## src/rtl/rpn_pkg.sv

```systemverilog
// Shared types and codes for the RPN stack evaluator.
package rpn_pkg;

    localparam int WORD_W = 32;

    typedef enum logic [2:0] {
        MODE_PUSH = 3'd0,
        MODE_ADD  = 3'd1,
        MODE_SUB  = 3'd2,
        MODE_MUL  = 3'd3,
        MODE_DIV  = 3'd4
    } mode_t;

    typedef enum logic [1:0] {
        ERR_NONE      = 2'd0,
        ERR_OVERFLOW  = 2'd1,
        ERR_UNDERFLOW = 2'd2,
        ERR_DIVZERO   = 2'd3
    } err_t;

    typedef enum logic [1:0] {
        ALU_ADD = 2'd0,
        ALU_SUB = 2'd1,
        ALU_MUL = 2'd2,
        ALU_DIV = 2'd3
    } alu_op_t;

    typedef struct packed {
        logic    start;
        alu_op_t op;
    } alu_req_t;

    typedef enum logic [1:0] {
        AL_IDLE,
        AL_DIV,
        AL_FIX
    } alu_state_t;

    typedef enum logic [2:0] {
        ST_IDLE,
        ST_READ,
        ST_EXEC,
        ST_WAIT,
        ST_REPORT
    } ctrl_state_t;

endpackage

```

## src/rtl/rpn_stack_evaluator.sv

```systemverilog
// Top level: token sequencer, stack control and result register.
// A token is taken in idle, then passes through read, exec, a wait on the arithmetic unit
// for an add, sub, mult or div that can run, and report; the next token is accepted only
// after the result is loaded, so one token is in flight at a time and report stalls while the output is full.
// Divide takes longest: the shared unit retires one quotient bit a cycle.
// rst_n (asynchronous, active low) empties the stack and clears the error;
// stack words are not cleared and need no clearing pass.
module rpn_stack_evaluator
    import rpn_pkg::*;
#(
    parameter int STACK_DEPTH = 16,
    localparam int DW         = $clog2(STACK_DEPTH + 1),
    localparam int OUT_W      = ((WORD_W + DW + 2 + 7) / 8) * 8
)
(
    input  logic              clk,
    input  logic              rst_n,
    input  logic              s_tvalid,
    output logic              s_tready,
    input  logic [WORD_W-1:0] s_tdata,   // operand_value
    input  logic [2:0]        s_tuser,   // mode
    input  logic              s_tlast,   // last_token
    output logic              m_tvalid,
    input  logic              m_tready,
    output logic [OUT_W-1:0]  m_tdata,   // top_value, stack_depth, error_code, zero fill
    output logic              m_tlast    // final_result
);

    localparam int AW = $clog2(STACK_DEPTH);

    ctrl_state_t       state_reg, state_next;
    logic [2:0]        mode_reg;
    logic [WORD_W-1:0] value_reg;
    logic              last_reg;
    logic [DW-1:0]     depth_reg;
    err_t              err_reg;
    logic [WORD_W-1:0] top_reg;
    logic              m_tvalid_reg;
    logic [OUT_W-1:0]  out_data_reg;
    logic              out_last_reg;

    logic              active;
    logic              is_op;
    logic              full;
    logic              few;
    logic              div_zero;
    logic              op_go;
    logic              out_free;
    logic [DW-1:0]     depth_m2;
    alu_req_t          alu_req;
    logic              alu_done;
    logic [WORD_W-1:0] alu_result;
    logic              mem_we;
    logic [AW-1:0]     mem_waddr;
    logic [WORD_W-1:0] mem_wdata;
    logic [WORD_W-1:0] mem_rdata;
    logic [OUT_W-1:0]  out_data;
    err_t              err_out;

    assign active   = (err_reg == ERR_NONE);
    assign is_op    = (mode_reg == MODE_ADD) || (mode_reg == MODE_SUB) ||
                      (mode_reg == MODE_MUL) || (mode_reg == MODE_DIV);
    assign full     = (depth_reg >= DW'(STACK_DEPTH));
    assign few      = (depth_reg < DW'(2));
    assign div_zero = (mode_reg == MODE_DIV) && (top_reg == '0);
    assign op_go    = active && is_op && !few && !div_zero;
    assign out_free = !m_tvalid_reg || m_tready;
    assign depth_m2 = depth_reg - DW'(2);

    always_comb
    begin
        state_next = state_reg;
        case (state_reg)
            ST_IDLE:
            begin
                if (s_tvalid)
                begin
                    state_next = ST_READ;
                end
            end
            ST_READ:
            begin
                state_next = ST_EXEC;
            end
            ST_EXEC:
            begin
                state_next = op_go ? ST_WAIT : ST_REPORT;
            end
            ST_WAIT:
            begin
                if (alu_done)
                begin
                    state_next = ST_REPORT;
                end
            end
            ST_REPORT:
            begin
                if (out_free)
                begin
                    state_next = ST_IDLE;
                end
            end
            default:
            begin
                state_next = ST_IDLE;
            end
        endcase
    end

    always_comb
    begin
        s_tready      = 1'b0;
        alu_req.start = 1'b0;
        alu_req.op    = ALU_ADD;
        mem_we        = 1'b0;
        mem_waddr     = depth_reg[AW-1:0];
        mem_wdata     = value_reg;
        case (mode_reg)
            MODE_SUB: alu_req.op = ALU_SUB;
            MODE_MUL: alu_req.op = ALU_MUL;
            MODE_DIV: alu_req.op = ALU_DIV;
            default:  alu_req.op = ALU_ADD;
        endcase
        case (state_reg)
            ST_IDLE:
            begin
                s_tready = 1'b1;
            end
            ST_EXEC:
            begin
                alu_req.start = op_go;
                mem_we        = active && (mode_reg == MODE_PUSH) && !full;
            end
            ST_WAIT:
            begin
                mem_we    = alu_done;
                mem_waddr = depth_m2[AW-1:0];
                mem_wdata = alu_result;
            end
            default:
            begin
                s_tready = 1'b0;
            end
        endcase
    end

    always_comb
    begin
        if (last_reg && active && depth_reg == '0)
        begin
            err_out = ERR_UNDERFLOW;
        end
        else
        begin
            err_out = err_reg;
        end
        out_data                = '0;
        out_data[WORD_W-1:0]    = (depth_reg != '0) ? top_reg : '0;
        out_data[WORD_W +: DW]  = depth_reg;
        out_data[WORD_W+DW +: 2] = err_out;
    end

    rpn_mem #(
        .DEPTH (STACK_DEPTH),
        .AW    (AW)
    ) u_mem (
        .clk   (clk),
        .we    (mem_we),
        .waddr (mem_waddr),
        .wdata (mem_wdata),
        .raddr (depth_m2[AW-1:0]),
        .rdata (mem_rdata)
    );

    rpn_alu u_alu (
        .clk    (clk),
        .rst_n  (rst_n),
        .req    (alu_req),
        .a      (mem_rdata),
        .b      (top_reg),
        .done   (alu_done),
        .result (alu_result)
    );

    always_ff @(posedge clk or negedge rst_n)
    begin
        if (!rst_n)
        begin
            state_reg    <= ST_IDLE;
            depth_reg    <= '0;
            err_reg      <= ERR_NONE;
            m_tvalid_reg <= 1'b0;
        end
        else
        begin
            state_reg <= state_next;
            if (state_reg == ST_EXEC && active)
            begin
                if (mode_reg == MODE_PUSH)
                begin
                    if (full)
                    begin
                        err_reg <= ERR_OVERFLOW;
                    end
                    else
                    begin
                        depth_reg <= depth_reg + 1'b1;
                    end
                end
                else if (is_op && few)
                begin
                    err_reg <= ERR_UNDERFLOW;
                end
                else if (is_op && div_zero)
                begin
                    err_reg <= ERR_DIVZERO;
                end
            end
            if (state_reg == ST_WAIT && alu_done)
            begin
                depth_reg <= depth_reg - 1'b1;
            end
            if (state_reg == ST_REPORT && out_free)
            begin
                m_tvalid_reg <= 1'b1;
                // end of expression: empty the stack and drop the error
                if (last_reg)
                begin
                    depth_reg <= '0;
                    err_reg   <= ERR_NONE;
                end
            end
            else if (m_tready)
            begin
                m_tvalid_reg <= 1'b0;
            end
        end
    end

    always_ff @(posedge clk)
    begin
        if (state_reg == ST_IDLE && s_tvalid)
        begin
            mode_reg  <= s_tuser;
            value_reg <= s_tdata;
            last_reg  <= s_tlast;
        end
        if (state_reg == ST_EXEC && active && mode_reg == MODE_PUSH && !full)
        begin
            top_reg <= value_reg;
        end
        if (state_reg == ST_WAIT && alu_done)
        begin
            top_reg <= alu_result;
        end
        if (state_reg == ST_REPORT && out_free)
        begin
            out_data_reg <= out_data;
            out_last_reg <= last_reg && active && (depth_reg != '0);
        end
    end

    assign m_tvalid = m_tvalid_reg;
    assign m_tdata  = out_data_reg;
    assign m_tlast  = out_last_reg;

    a_depth_bound: assert property (@(posedge clk) disable iff (!rst_n)
        depth_reg <= DW'(STACK_DEPTH))
        else $error("stack depth beyond capacity");

    a_alu_start_legal: assert property (@(posedge clk) disable iff (!rst_n)
        alu_req.start |-> (err_reg == ERR_NONE && depth_reg >= DW'(2)))
        else $error("arithmetic started without two operands or with an error set");

    a_alu_done_wait: assert property (@(posedge clk) disable iff (!rst_n)
        alu_done |-> state_reg == ST_WAIT)
        else $error("arithmetic result arrived outside the wait state");

    a_last_clears: assert property (@(posedge clk) disable iff (!rst_n)
        (state_reg == ST_REPORT && out_free && last_reg)
            |=> (depth_reg == '0 && err_reg == ERR_NONE))
        else $error("stack not cleared after the last token");

endmodule

```

## src/rtl/rpn_mem.sv

```systemverilog
// Stack storage: one write port, one registered read port.
module rpn_mem
    import rpn_pkg::*;
#(
    parameter int DEPTH = 16,
    parameter int AW    = 4
)
(
    input  logic              clk,
    input  logic              we,
    input  logic [AW-1:0]     waddr,
    input  logic [WORD_W-1:0] wdata,
    input  logic [AW-1:0]     raddr,
    output logic [WORD_W-1:0] rdata
);

    logic [WORD_W-1:0] mem [DEPTH];
    logic [WORD_W-1:0] rdata_reg;

    always_ff @(posedge clk)
    begin
        if (we)
        begin
            mem[waddr] <= wdata;
        end
    end

    always_ff @(posedge clk)
    begin
        rdata_reg <= mem[raddr];
    end

    assign rdata = rdata_reg;

endmodule

```

## src/rtl/rpn_alu.sv

```systemverilog
// Shared arithmetic unit: registered add, sub and mult, bit-serial signed divide.
module rpn_alu
    import rpn_pkg::*;
(
    input  logic              clk,
    input  logic              rst_n,
    input  alu_req_t          req,
    input  logic [WORD_W-1:0] a,
    input  logic [WORD_W-1:0] b,
    output logic              done,
    output logic [WORD_W-1:0] result
);

    localparam int CNT_W = $clog2(WORD_W);

    alu_state_t        state_reg, state_next;
    logic [CNT_W-1:0]  count_reg;
    logic [WORD_W-1:0] rem_reg;
    logic [WORD_W-1:0] quot_reg;
    logic [WORD_W-1:0] divisor_reg;
    logic              neg_reg;
    logic [WORD_W-1:0] result_reg;
    logic              done_reg;
    logic              done_next;

    logic              div_step;
    logic              div_fix;
    logic [WORD_W:0]   shifted;
    logic [WORD_W:0]   trial;
    logic [WORD_W-1:0] mag_a;
    logic [WORD_W-1:0] mag_b;

    always_comb
    begin
        state_next = state_reg;
        case (state_reg)
            AL_IDLE:
            begin
                if (req.start && req.op == ALU_DIV)
                begin
                    state_next = AL_DIV;
                end
            end
            AL_DIV:
            begin
                if (count_reg == '0)
                begin
                    state_next = AL_FIX;
                end
            end
            AL_FIX:
            begin
                state_next = AL_IDLE;
            end
            default:
            begin
                state_next = AL_IDLE;
            end
        endcase
    end

    always_comb
    begin
        div_step  = 1'b0;
        div_fix   = 1'b0;
        done_next = 1'b0;
        case (state_reg)
            AL_IDLE:
            begin
                done_next = req.start && req.op != ALU_DIV;
            end
            AL_DIV:
            begin
                div_step = 1'b1;
            end
            AL_FIX:
            begin
                div_fix   = 1'b1;
                done_next = 1'b1;
            end
            default:
            begin
                done_next = 1'b0;
            end
        endcase
    end

    // divide on magnitudes, fix the sign afterwards
    assign mag_a   = a[WORD_W-1] ? (~a + 1'b1) : a;
    assign mag_b   = b[WORD_W-1] ? (~b + 1'b1) : b;
    assign shifted = {rem_reg, quot_reg[WORD_W-1]};
    assign trial   = shifted - {1'b0, divisor_reg};

    always_ff @(posedge clk or negedge rst_n)
    begin
        if (!rst_n)
        begin
            state_reg <= AL_IDLE;
            done_reg  <= 1'b0;
        end
        else
        begin
            state_reg <= state_next;
            done_reg  <= done_next;
        end
    end

    always_ff @(posedge clk)
    begin
        if (state_reg == AL_IDLE && req.start)
        begin
            case (req.op)
                ALU_ADD:
                begin
                    result_reg <= a + b;
                end
                ALU_SUB:
                begin
                    result_reg <= a - b;
                end
                ALU_MUL:
                begin
                    result_reg <= a * b;
                end
                ALU_DIV:
                begin
                    quot_reg    <= mag_a;
                    divisor_reg <= mag_b;
                    rem_reg     <= '0;
                    neg_reg     <= a[WORD_W-1] ^ b[WORD_W-1];
                    count_reg   <= CNT_W'(WORD_W - 1);
                end
                default:
                begin
                    result_reg <= a + b;
                end
            endcase
        end
        if (div_step)
        begin
            // shift one dividend bit in, keep the difference when it fits
            if (!trial[WORD_W])
            begin
                rem_reg  <= trial[WORD_W-1:0];
                quot_reg <= {quot_reg[WORD_W-2:0], 1'b1};
            end
            else
            begin
                rem_reg  <= shifted[WORD_W-1:0];
                quot_reg <= {quot_reg[WORD_W-2:0], 1'b0};
            end
            count_reg <= count_reg - 1'b1;
        end
        if (div_fix)
        begin
            result_reg <= neg_reg ? (~quot_reg + 1'b1) : quot_reg;
        end
    end

    assign done   = done_reg;
    assign result = result_reg;

endmodule

```

## config.mk

```make
export PLATFORM = sky130hd
export DESIGN_NAME = rpn_stack_evaluator
export DESIGN_NICKNAME = d
export VERILOG_FILES = /design/src/rtl/rpn_pkg.sv /design/src/rtl/rpn_stack_evaluator.sv /design/src/rtl/rpn_mem.sv /design/src/rtl/rpn_alu.sv
export SDC_FILE = /design/constraint.sdc
export NUM_CORES = 2
export LEC_CHECK = 0
export BUFFER_PORTS_ARGS = -buffer_cell sky130_fd_sc_hd__clkbuf_2
export CAP_MARGIN = 40
export CELL_PAD_IN_SITES_DETAIL_PLACEMENT = 1
export CELL_PAD_IN_SITES_GLOBAL_PLACEMENT = 2
export CORE_UTILIZATION = 49
export DETAILED_ROUTE_END_ITERATION = 10
export PLACE_DENSITY_LB_ADDON = 0.1
export SETUP_SLACK_MARGIN = 0.5
export SYNTH_ARGS = -nofsm -noshare
export SYNTH_HDL_FRONTEND = slang
export SYNTH_SLANG_ARGS = --single-unit
```

## constraint.sdc

```tcl
create_clock -name clk -period 12.25 [get_ports clk]
set_input_delay 2.45 -clock clk [delete_from_list [all_inputs] [get_ports clk]]
set_output_delay 2.45 -clock clk [all_outputs]
set_load 0.02 [all_outputs]
```

Yosys cells after proc, flatten, opt, wreduce, memory -nomap -nowiden
Memories as Yosys holds them, arrays and structs flattened. A register that Yosys moved wholly into a read port is not among the register bits.
Index checks and enable logic that the tools add are counted.
{"block": "totals", "regBits": 256, "mem_bits_rw": 512, "elab_cells": 159, "n_memories": 1}
{"block": "op_classes", "add_sub_neg": 10, "mul": 1, "magnitude_cmp": 2, "eq_ne": 19, "n_mux": 53, "bitwise_logic": 4, "n_reduce_logical": 48}
{"memory": "u_mem.mem", "depth": 16, "word_bits": 32, "rd": 1, "rd_clocked_by_memory_dff": 1, "write_ports": 1, "line": "rpn_mem.sv:17", "text": "logic [WORD_W-1:0] mem [DEPTH];"}
{"operator": "32-bit two-way mux", "n": 14}
{"operator": "32-bit by 1-bit adder with 32-bit output (second input constant)", "n": 3}
{"operator": "32-bit inverter", "n": 3}
{"operator": "32-bit case mux with 3 select lines", "n": 1}
{"operator": "5-bit two-way mux", "n": 9}
{"operator": "33-bit by 32-bit subtractor with 33-bit output", "n": 1}
{"operator": "32-bit adder", "n": 1}
{"operator": "32-bit logical NOT", "n": 1}
{"operator": "32-bit by 32-bit multiplier with 32-bit output", "n": 1}
{"operator": "32-bit subtractor", "n": 1}
{"operator": "31-bit two-way mux", "n": 1}
{"operator": "1-bit logical AND", "n": 20}
{"operator": "2-bit two-way mux", "n": 9}
{"operator": "3-bit case mux with 5 select lines", "n": 1}
{"operator": "3-bit by 2-bit equality test with 1-bit output (second input constant)", "n": 4}
{"operator": "3-bit two-way mux", "n": 4}
{"operator": "5-bit logical NOT", "n": 2}
{"operator": "2-bit nonzero test", "n": 5}
{"operator": "5-bit by 1-bit subtractor with 5-bit output (second input constant)", "n": 2}
{"operator": "1-bit two-way mux", "n": 9}
{"operator": "2-bit AND reduction", "n": 4}
{"operator": "2-bit equality test (second input constant)", "n": 3}
{"operator": "3-bit by 1-bit equality test with 1-bit output (second input constant)", "n": 2}
{"operator": "3-bit equality test (second input constant)", "n": 2}
{"operator": "19 further kinds", "n": 34}

Longest topological paths before layout
{"block": "depth", "ltp_word": 11, "mapped_depth": 28}

Hierarchy
Synthesis repeated with hierarchy kept, for this count alone.
{"block": "unflattened", "cells_unflattened": 4323, "area_unflattened_um2": 52454.1}
{"mod": "rpn_alu", "instances": 1, "cells_each": 3088, "area_each_um2": 27458.8, "seq_area_each_um2": 4098.9}
{"mod": "rpn_mem", "instances": 1, "cells_each": 838, "area_each_um2": 19835.3, "seq_area_each_um2": 16015.4}
{"mod": "rpn_stack_evaluator", "instances": 1, "cells_each": 397, "area_each_um2": 5159.9, "seq_area_each_um2": 3518.4}

Worst setup path after synthesis
OpenSTA, ideal clock, no wires.
{"block": "synth_timing", "path_type": "register to register", "startpoint": "register top_reg[6]", "endpoint": "register u_alu.result_reg[31] (netlist: u_alu.result[31]) (data pin)", "setup_ns": 0.259, "arrival_ns": 7.130, "path_slack_ns": 4.861, "stages_incl_launch_ff": 25, "synth_period_minus_slack_ns": 7.389, "cell_sequence": "edfxtp_1 -> clkbuf_1 -> clkbuf_1 -> and2_1 -> fa_1 -> fa_1 -> fa_1 -> inv_1 -> fa_1 -> inv_1 -> fa_1 -> fa_1 -> fa_1 -> fa_1 -> ha_1 -> a21o_1 -> a21o_1 -> a221o_1 -> a21o_1 -> a31oi_1 -> a21oi_1 -> o41ai_1 -> xnor2_1 -> a2bb2oi_1 -> o21ai_1"}
{"block": "synth_between", "elab_chain_len": 4, "word_cells_on_any_way": 6, "cone_classes": "2 x add/sub; 1 x mul; 3 x mux"}
{"element": "start, declared", "line": "rpn_stack_evaluator.sv:37", "text": "logic [WORD_W-1:0] top_reg;"}
{"element": "start signal, assigned", "line": "rpn_stack_evaluator.sv:250", "text": "top_reg <= value_reg;"}
{"element": "start signal, assigned", "line": "rpn_stack_evaluator.sv:254", "text": "top_reg <= alu_result;"}
{"element": "32-bit by 32-bit multiplier with 32-bit output, or another cell as far along", "line": "rpn_alu.sv:123", "text": "result_reg <= a * b;"}
{"element": "32-bit case mux with 3 select lines (*)", "line": "rpn_alu.sv:112", "text": "case (req.op)"}
{"element": "32-bit two-way mux (*)", "line": "rpn_alu.sv:110", "text": "if (state_reg == AL_IDLE && req.start)"}
{"element": "32-bit two-way mux (*)", "line": "rpn_alu.sv:154", "text": "if (div_fix)"}
{"element": "end signal, assigned", "line": "rpn_alu.sv:115", "text": "result_reg <= a + b;"}
{"element": "end signal, assigned", "line": "rpn_alu.sv:123"}
{"element": "end signal, assigned", "line": "rpn_alu.sv:156", "text": "result_reg <= neg_reg ? (~quot_reg + 1'b1) : quot_reg;"}
{"element": "end, declared", "line": "rpn_alu.sv:22", "text": "logic [WORD_W-1:0] result_reg;"}
Mark *: on every way between the ends. The rest lies on a longest branch, timed or not. The select of a mux whose other input is x is not followed.
A chain may end at the register's enable or synchronous reset.

Final worst setup path
{"block": "layout_timing", "startpoint": "register top_reg[9]", "endpoint": "register u_alu.result_reg[31] (netlist: u_alu.result[31]) (data pin)"}
Same word-level chain as after synthesis.

==> results.md <==
- Status: complete, no violations
- Worst min-delay path category: flop to flop
- Largest family of logic cells by synthesized area: adder cells
- Worst-margin pin slew: 0.923 ns
- Core ar.: around 100,000 sq um
- DRT Pass-1 Iters: 5
- Clk root buf: clkbuf_16
- Clock latency at the later pin of the worst-skew pair: 0.69 ns
- Initial core utilization: 49.7%
- Hold-fix buffers at CTS: 0
- Post-CTS resize count: 0
- Worst slack at placement: 3.90 ns
- Number of global-route vias before repair: 35,600
- Tmin final: 8.37 ns
- Period utilization: 68.4%
- Achievable Freq: 0.119 GHz
- Final setup viols: 0
- Synth top area share: 43.8%
- H-tree levels: 3
- Setup crit start kind: flop
- Share of layout cells above drive strength 1: around 12%
- Die Y: ~330 um
- Relative slew slack: 38.0%
- Port Buf Inserts: 81
- Total Nets Final: 4,880
- Iter 0 DRT Violations: 2,274
- Avg WL per Cell: 26.9 um
- Top FF cell, synth: edfxtp_1
- Drt drc: 0
- Ys Warns: 0
- Number of synthesized register bits: 800
- Synth Net Count: between 4,000 and 5,000
- Critical path fanouts, max: 16
- Die area: about 110,000 sq um
- Netlist cell types: 82
- Cell Rows: roughly 120
- Final hold vios: 0
- Antenna violations before repair: 9
- Cells after synthesis: 4,187
- CP most frequent cell: fa_1
- Final antenna-violating net count: 0
- Gr usage total: 29.3%
- Largest net degree at the start of global routing: just over 100
- Max reg flops: 512
- Biggest register: u_mem.mem
- Clock Sinks: 800
- DP Wirelength: 105,000 um
- Synth top area cells: edfxtp_1 (44%), fa_1 (16%), mux4_2 (7.0%)
- Fraction of synthesized area in multiplexers: 7.55%
- Synth cell count leaders: edfxtp_1 (754), nand2_1 (579), inv_1 (437), fa_1 (410), and2_1 (311)
- Vias/cell: 5.76
- Mean area per synthesized cell: 12.4 sq um
- Chip Width: about 330 um
- PnR worst setup slack: 3.88 ns
- Clock Skews: 0.0524 ns
- Top-count cell post-synth: edfxtp_1
- Syn-to-layout area delta: 9.96%
- Setup CP Type: flop to flop
- Post-Synth Adder-Cell Area: 20.6%
- Crit end category: flop
- GP Congestion: 0.877
- Unrepaired setup endpoints after global routing: false
- CP Data Arrival Time: 8.76 ns
- Gr ovfl total: 0
- I/O pin count: 83
- Xor/xnor share of the synthesized area: 4.37%
- Reg clk slew, reported paths: ~0.06 ns
- Worst-path cell chain: buf_4, nand2_1, fa_1, fa_1, fa_1, inv_1, fa_1, fa_1, fa_1, fa_1, fa_1, ha_1, a21o_1, a21o_1, a221o_1, a21o_1, a31oi_1, a21oi_1, o41ai_1, xnor2_1, a2bb2oi_1, o21ai_1
- Max incr delay on CP: about 0.81 ns
- CP max-delay cell: edfxtp_1
- Post-synth EDFFs: 754
- Ys async rst share: 1.75%
- Inserted Clock Buffers: 86
- Synth Area in Simple Gates: between 10% and 20%
- Max-cap viol count: 0
- Fin Setup TNS: 0 ns
- Clk buf depth: 3
- Detailed-route via count: 32,700
- Area leader, netlist: edfxtp_1
- WP data required: 12.64 ns
- Netlist area before placement: approximately 52,000 sq um
- Slew Viols, Final: 0
- Compound-Gate Fraction of Synth Area: 5.21%
- Final wirelength: between 150,000 and 200,000 um
- Wire length of the first global-routing pass: around 230,000 um
- CTS tree: yes
- Register area share after synthesis: between 40% and 50%
- Post-CTS Setup Inserts: 0
==> cell type report <==
class / instances / area, sq um
clock inverter: 49 / 518
clock buffer: 108 / 2310
antenna: 2 / 5.00
multi-input combinational: 2724 / 25800
inverter: 437 / 1640
fill: 10600 / 47200
tap: 1380 / 1730
sequential: 800 / 23600
timing repair buffer: 184 / 1240
==> metal layers <==
metal	vias up	routed length [um]	track usage [%]
met5	-	13	0
met4	2	4810	9.13
met3	248	7080	3.04
met2	858	74900	49.0
met1	17300	66100	40.4
li1	14400	-	-
==> cell families (layout without fill, tap and decap cells) <==
group	count (synthesis)	count (layout)
other	1	3
and+or+nand+nor	1247	1247
DFF	800	800
AOI/OAI and AO/OA	421	421
buffers and inverters	663	778
xor gates and xnor gates	258	258
muxes	190	190
adders and majority gates	607	607
==> critical path: cells and delay by family (launching register included) <==
family,cells,cell delay (ns)
compound gates,9,2.16
xor+xnor,1,0.19
fa+ha+maj,9,4.36
buf+inv,2,0.44
flops,1,0.81
simple gates,1,0.12
==> metrics by stage <==
step | instance area [sq um] | hold WS, ns | std cells | utilization (%)
finish | 56900 | 0.542 | 5684 | 54.7
global route | 56900 | 0.559 | 5682 | 54.7
CTS | 56900 | 0.543 | 5682 | 54.7
detailed placement | 54100 | 0.530 | 5525 | 51.9
global placement | 54000 | 0.520 | 5520 | 51.9
floorplan | 51700 | 0.423 | 4187 | -
==> worst paths after layout <==
kind	start	depth (start not counted)	end	slack (ns)
setup reg to reg	top_reg[9]	22	u_alu.result[31]	3.88
hold reg to reg	u_alu.result[22]	2	top_reg[22]	0.54
min in group asynchronous	rst_n	1	depth_reg[0]	1.69
hold / removal	u_alu.result[22]	2	top_reg[22]	0.54
setup / recovery	top_reg[9]	22	u_alu.result[31]	3.88
max in group asynchronous	rst_n	1	depth_reg[1]	10.23
==> cell usage in the layout, fill, tap and decap left out, drive strengths merged, types with 31 or more instances in the layout <==
cell type | synthesis | final
xnor2 | 144 | 144
fa | 410 | 410
o21ai | 115 | 115
clkbuf | 209 | 189
dfxtp | 32 | 32
mux4 | 160 | 160
nor3 | 31 | 31
xor2 | 114 | 114
nor2 | 132 | 132
inv | 437 | 441
nor2b | 43 | 43
edfxtp | 754 | 754
and2 | 312 | 312
ha | 197 | 197
a21o | 40 | 40
nand2 | 579 | 579
clkinv | 0 | 39
o31ai | 36 | 36
or3 | 32 | 32
buf | 17 | 103
a21oi | 101 | 101
Power is not shown: default switching activity piles up to over one toggle a cycle in this logic, so the estimate is an artifact.
